<file path="config.mk">
export PLATFORM = sky130hd
export DESIGN_NAME = bp_sqrt
export DESIGN_NICKNAME = d
export VERILOG_FILES = /design/src/rtl/bp_pkg.sv /design/src/rtl/bp_sqrt.sv
export SDC_FILE = /design/constraint.sdc
export NUM_CORES = 2
export LEC_CHECK = 0
export BUFFER_PORTS_ARGS = -buffer_cell sky130_fd_sc_hd__buf_4
export CORE_UTILIZATION = 37
export CTS_BUF_LIST = sky130_fd_sc_hd__clkbuf_8 sky130_fd_sc_hd__clkbuf_16
export DETAILED_ROUTE_END_ITERATION = 8
export GPL_ROUTABILITY_DRIVEN = 0
export PLACE_DENSITY = 0.51
export SYNTH_ARGS = -nofsm -noshare
export SYNTH_HDL_FRONTEND = slang
export SYNTH_SLANG_ARGS = --single-unit
</file>
<file path="constraint.sdc">
create_clock -name i_clk -period 9.87 [get_ports i_clk]
set_clock_uncertainty 0.15 [all_clocks]
set_input_delay 1.4805 -clock i_clk [delete_from_list [all_inputs] [get_ports i_clk]]
set_output_delay 1.4805 -clock i_clk [all_outputs]
set_load 0.1 [all_outputs]
</file>
<file path="src/rtl/bp_pkg.sv">
// Shared package for the relativistic Boris push pipeline.
// Holds payload structs, configuration register codes, sizes and Q8.24 helpers.
// No dependencies.
package bp_pkg;

    localparam int SQ_BITS    = 32;
    localparam int SQ_STEPS   = 2;
    localparam int SQ_STAGES  = SQ_BITS / SQ_STEPS;
    localparam int DIV_QBITS  = 40;
    localparam int DIV_STEPS  = 2;
    localparam int DIV_STAGES = DIV_QBITS / DIV_STEPS;

    localparam logic signed [65:0] W_MAX = 66'sd2147483647;
    localparam logic signed [65:0] W_MIN = -66'sd2147483648;

    typedef enum logic {
        CFG_EKICK = 1'b0,
        CFG_MROT  = 1'b1
    } t_cfg_reg;

    typedef logic signed [31:0] t_q;

    typedef struct packed {
        t_q mom_z;
        t_q mom_r;
        t_q mom_phi;
        t_q efield_z;
        t_q efield_r;
        t_q efield_phi;
        t_q bfield_z;
        t_q bfield_r;
        t_q bfield_phi;
    } t_in_item;

    typedef struct packed {
        t_q   new_mom_z;
        t_q   new_mom_r;
        t_q   new_mom_phi;
        logic saturated;
    } t_out_item;

    // {clipped flag, value} clipped to the signed 32-bit range
    function automatic logic [32:0] sat32(input logic signed [65:0] x);
        logic [32:0] r;
        if (x > W_MAX) begin
            r = {1'b1, 32'h7fff_ffff};
        end else if (x < W_MIN) begin
            r = {1'b1, 32'h8000_0000};
        end else begin
            r = {1'b0, x[31:0]};
        end
        return r;
    endfunction

    // Q16.48 back to Q8.24, round half up
    function automatic logic signed [65:0] rnd24(input logic signed [65:0] x);
        logic signed [65:0] y;
        y = x + 66'sd8388608;
        return y >>> 24;
    endfunction

endpackage

</file>
<file path="src/rtl/bp_sqrt.sv">
// Pipelined integer square root, floor(sqrt(64-bit)), two result bits per stage.
// Depends on bp_pkg for stage sizing.
module bp_sqrt import bp_pkg::*; (
    input  logic        i_clk,
    input  logic        i_en,
    input  logic [63:0] i_rad,
    output logic [31:0] o_root
);

    typedef struct packed {
        logic [32:0] rem;
        logic [31:0] root;
        logic [63:0] rad;
    } t_sq_st;

    t_sq_st r_st [SQ_STAGES];
    t_sq_st w_src [SQ_STAGES];
    t_sq_st n_st [SQ_STAGES];

    function automatic t_sq_st sq_step(input t_sq_st x);
        logic [34:0] w;
        logic [34:0] trial;
        t_sq_st y;
        w     = {x.rem, x.rad[63:62]};
        trial = {1'b0, x.root, 2'b01};
        if (w >= trial) begin
            y.rem  = 33'(w - trial);
            y.root = {x.root[30:0], 1'b1};
        end else begin
            y.rem  = w[32:0];
            y.root = {x.root[30:0], 1'b0};
        end
        y.rad = {x.rad[61:0], 2'b00};
        return y;
    endfunction

    always_comb begin
        t_sq_st cur;
        w_src[0] = '{rem: '0, root: '0, rad: i_rad};
        for (int s = 1; s < SQ_STAGES; s++) begin
            w_src[s] = r_st[s-1];
        end
        for (int s = 0; s < SQ_STAGES; s++) begin
            cur = w_src[s];
            for (int k = 0; k < SQ_STEPS; k++) begin
                cur = sq_step(cur);
            end
            n_st[s] = cur;
        end
    end

    always_ff @(posedge i_clk) begin
        if (i_en) begin
            for (int s = 0; s < SQ_STAGES; s++) begin
                r_st[s] <= n_st[s];
            end
        end
    end

    assign o_root = r_st[SQ_STAGES-1].root;

endmodule

</file>
==> flow_metrics.py <==
metrics = {
    "placement": {
        "port_buffers": 97,
        "hpwl_mm": 162,
        "dpl-instance-area_sq_um": 84300,
        "dp.cells": 10754,
    },
    "clock_tree": {
        "post_cts_buffers": 0,
        "cts_resized": 0,
        "cts_buffer_depth": 3,
        "path_clk_slew_ns": 0.06,
        "cts-buffers-inserted": 149,
        "clock-root-buffer": "clkbuf_16",
        "htreeDepth": 4,
        "numClockSinks": 1225,
        "cts_tree": "yes",
        "clk_latency_ns": 0.82,
        "postCtsHoldBufs": 0,
    },
    "outcome": {
        "outcome": "completed",
    },
    "power": {
        "seqPwrFrac": 0.318,
        "power_density_nw_per_um2": 271,
        "p_comb_frac": 0.447,
        "power.total_mw": 24.2,
        "power_switching_mw": 9.39,
        "p_leak_nw": 34.9,
        "clockPowerShare": 0.235,
        "swShare": 0.388,
        "ir_worst_vdd_mv": 0.212,
        "p_int_mw": 14.8,
    },
    "worst_setup_path": {
        "cp-start-kind": "register",
        "path_max_fanout": 25,
        "end_kind": "register",
        "worstSetupPathType": "reg2reg",
        "critPathArrivalTime_ns": 8.58,
        "required_ns": 10.25,
    },
    "finish": {
        "fin_cells": 11027,
        "fin_nets": 8674,
        "fill_cells": 21017,
        "reg_top3": "r_st: 1225 flops",
        "utilization": 0.412,
        "final_area_sq_um": 89500,
        "final_common_cell": "edfxtp_1",
        "regMostFlops": "r_st",
        "layout_common_cells": "1225 x edfxtp_1, 676 x nor2_1, 647 x a21oi_1, 630 x nand2_1, 557 x ha_1",
        "area_growth_pct": 10.8,
        "drive_above_1_share": 0.0735,
        "largest_reg_flops": 1225,
    },
    "yosys": {
        "yosysUniqueCellTypes": 105,
        "synth_flop_cell": "edfxtp_1",
        "ys_ff_latch": 1225,
        "ys_warn_count": 0,
        "syn_area_sq_um": 80700,
        "syn_inst": 8015,
        "synth_edf_count": 1225,
        "syn_avg_cell_area_sq_um": 10.1,
        "async_reset_ff_frac": 0,
        "yosysSeqAreaShare": 0.456,
    },
    "drt": {
        "vias": 60763,
        "post_drt_wl_per_cell_microns": 19.4,
        "drtIter0Drc": 4803,
        "first_pass_iters": 6,
        "drcViolationCount": 0,
        "ant_nets": 0,
        "wirelength_mm": 213,
        "route.detailed.vias_per_inst": 5.51,
    },
    "global_routing": {
        "grt_overflow_total": 0,
        "grt_first_pass_wirelength_mm": 331,
        "grt_use_total": 0.190,
        "grt_max_degree": 173,
        "first_global_vias": 57999,
        "antenna_found_initial": 4,
    },
    "timing": {
        "hold_violations": 0,
        "slew_violations": 0,
        "worstMarginPinSlew_ns": 1.24,
        "setup_viol": 0,
        "relSlewSlack": 0.154,
        "period_needed_ns": 8.20,
        "fmax_ghz": 0.122,
        "fin_setup_tns_ns": 0,
        "period_share": 0.831,
        "rsz0062_at_grt": "no",
    },
    "floorplanning": {
        "rows": 171,
        "die_area_sq_um": 220000,
        "num_io_pins": 98,
        "start_util": 0.372,
        "die_x_microns": 469,
        "die_y_microns": 469,
        "coreArea_sq_um": 217000,
    },
    "hold_path": {
        "hold_class": "reg2reg",
    },
    "run": {
        "maxCapViolations": 0,
    },
}
## synth_stat cells (22+ instances only)
| cell | number | area share |
|---|---|---|
| o31a_1 | 22 | 0.0024 |
| buf_2 | 28 | 0.0017 |
| o211ai_1 | 37 | 0.0034 |
| and4_1 | 31 | 0.0034 |
| nand3b_1 | 28 | 0.0026 |
| nand2b_1 | 82 | 0.0064 |
| nor4_1 | 107 | 0.0083 |
| a21boi_0 | 25 | 0.0023 |
| inv_1 | 478 | 0.022 |
| a31oi_1 | 55 | 0.0043 |
| edfxtp_1 | 1225 | 0.46 |
| mux2i_1 | 23 | 0.0029 |
| nor3b_1 | 26 | 0.0024 |
| o21a_1 | 78 | 0.0073 |
| ha_1 | 557 | 0.086 |
| nor2b_1 | 87 | 0.0067 |
| and2_1 | 69 | 0.0053 |
| mux2_2 | 96 | 0.013 |
| or3_1 | 93 | 0.0072 |
| nand4b_1 | 24 | 0.0026 |
| nand2_1 | 630 | 0.029 |
| o21ai_0 | 383 | 0.024 |
| a211o_1 | 26 | 0.0028 |
| o21bai_1 | 93 | 0.0087 |
| xnor2_1 | 512 | 0.056 |
| nand4_1 | 124 | 0.0096 |
| nor2_1 | 676 | 0.031 |
| buf_1 | 22 | 0.0010 |
| and3_1 | 64 | 0.0050 |
| buf_4 | 32 | 0.0030 |
| nor3_1 | 202 | 0.013 |
| xor2_1 | 238 | 0.026 |
| o31ai_1 | 72 | 0.0067 |
| a21o_1 | 277 | 0.026 |
| a21oi_1 | 647 | 0.040 |
| a211oi_1 | 59 | 0.0055 |
| nand3_1 | 180 | 0.011 |
| a31o_2 | 23 | 0.0025 |
| or4_1 | 36 | 0.0033 |
| nor4b_1 | 24 | 0.0026 |
| clkbuf_1 | 175 | 0.0081 |
| or2_2 | 47 | 0.0036 |
## cells by family after synthesis
logic type,share of synthesized area
compound gates,0.161
fa+ha+maj,0.0863
flops,0.456
simple gates,0.162
other cells,0.0000465
xor+xnor,0.0814
buf+inv,0.0369
mux,0.0168
## power groups by stage
stage / clock network, mW / logic, mW / registers (mW)
2_1_floorplan: 0 / 8.35 / 7.39
3_3_place_gp: 0 / 10.6 / 7.79
3_5_place_dp: 0 / 10.6 / 7.79
4_1_cts: 5.90 / 10.7 / 7.70
5_1_grt: 6.08 / 12.0 / 7.80
6_report: 5.69 / 10.8 / 7.71
## worst max-delay path, cell delays in order, from the launching register on
cell,delay (ns)
edfxtp_1,0.51
or4_1,0.57
nor4bb_1,0.87
a31oi_1,0.32
and2_1,0.27
nand3_2,0.42
inv_1,0.52
o31ai_1,0.56
ha_1,0.40
a21oi_1,0.20
o211ai_1,0.15
nand3_1,0.20
o21ai_0,0.23
nor3_1,0.61
nand4_1,1.07
buf_4,0.52
nor3b_1,0.15
xor2_1,0.15
## metal layers
| layer | global-route usage | wire (microns) |
|---|---|---|
| met1 | 0.275 | 104000 |
| met2 | 0.292 | 92900 |
| met3 | 0.0219 | 9720 |
| met4 | 0.0638 | 6430 |
| met5 | 0 | 0 |
## metrics by stage
step | hold slack (ns) | setup slack (ns)
6_report | 0.229 | 1.67
4_1_cts | 0.218 | 1.76
2_1_floorplan | 0.250 | 3.57
3_5_place_dp | 0.255 | 1.82
3_3_place_gp | 0.252 | 1.95
5_1_grt | 0.245 | 0.972
## worst paths after layout
check / to / depth (start not counted) / slack, ns / startpoint
setup / recovery: r_st[0][862]$_DFFE_PP_ / 17 / 1.67 / r_st[0][731]$_DFFE_PP_
hold / removal: r_st[0][546]$_DFFE_PP_ / 0 / 0.23 / r_st[0][417]$_DFFE_PP_
setup reg to reg: r_st[0][862]$_DFFE_PP_ / 17 / 1.67 / r_st[0][731]$_DFFE_PP_
hold reg to reg: r_st[0][546]$_DFFE_PP_ / 0 / 0.23 / r_st[0][417]$_DFFE_PP_
## cell type report
| type | count | area [sq um] | share of cell area |
|---|---|---|---|
| Antenna cell | 1 | 2.50 | 0.0000280 |
| Clock buffer | 150 | 3750 | 0.0420 |
| Clock inverter | 122 | 1400 | 0.0156 |
| Inverter | 487 | 1830 | 0.0204 |
| Multi-Input combinational cell | 6045 | 41000 | 0.458 |
| Sequential cell | 1225 | 36800 | 0.411 |
| Tap cell | 2854 | 3570 | 0.0399 |
| Timing Repair Buffer | 143 | 1160 | 0.0129 |
No activity file was read; power rests on OpenSTA's default activity.
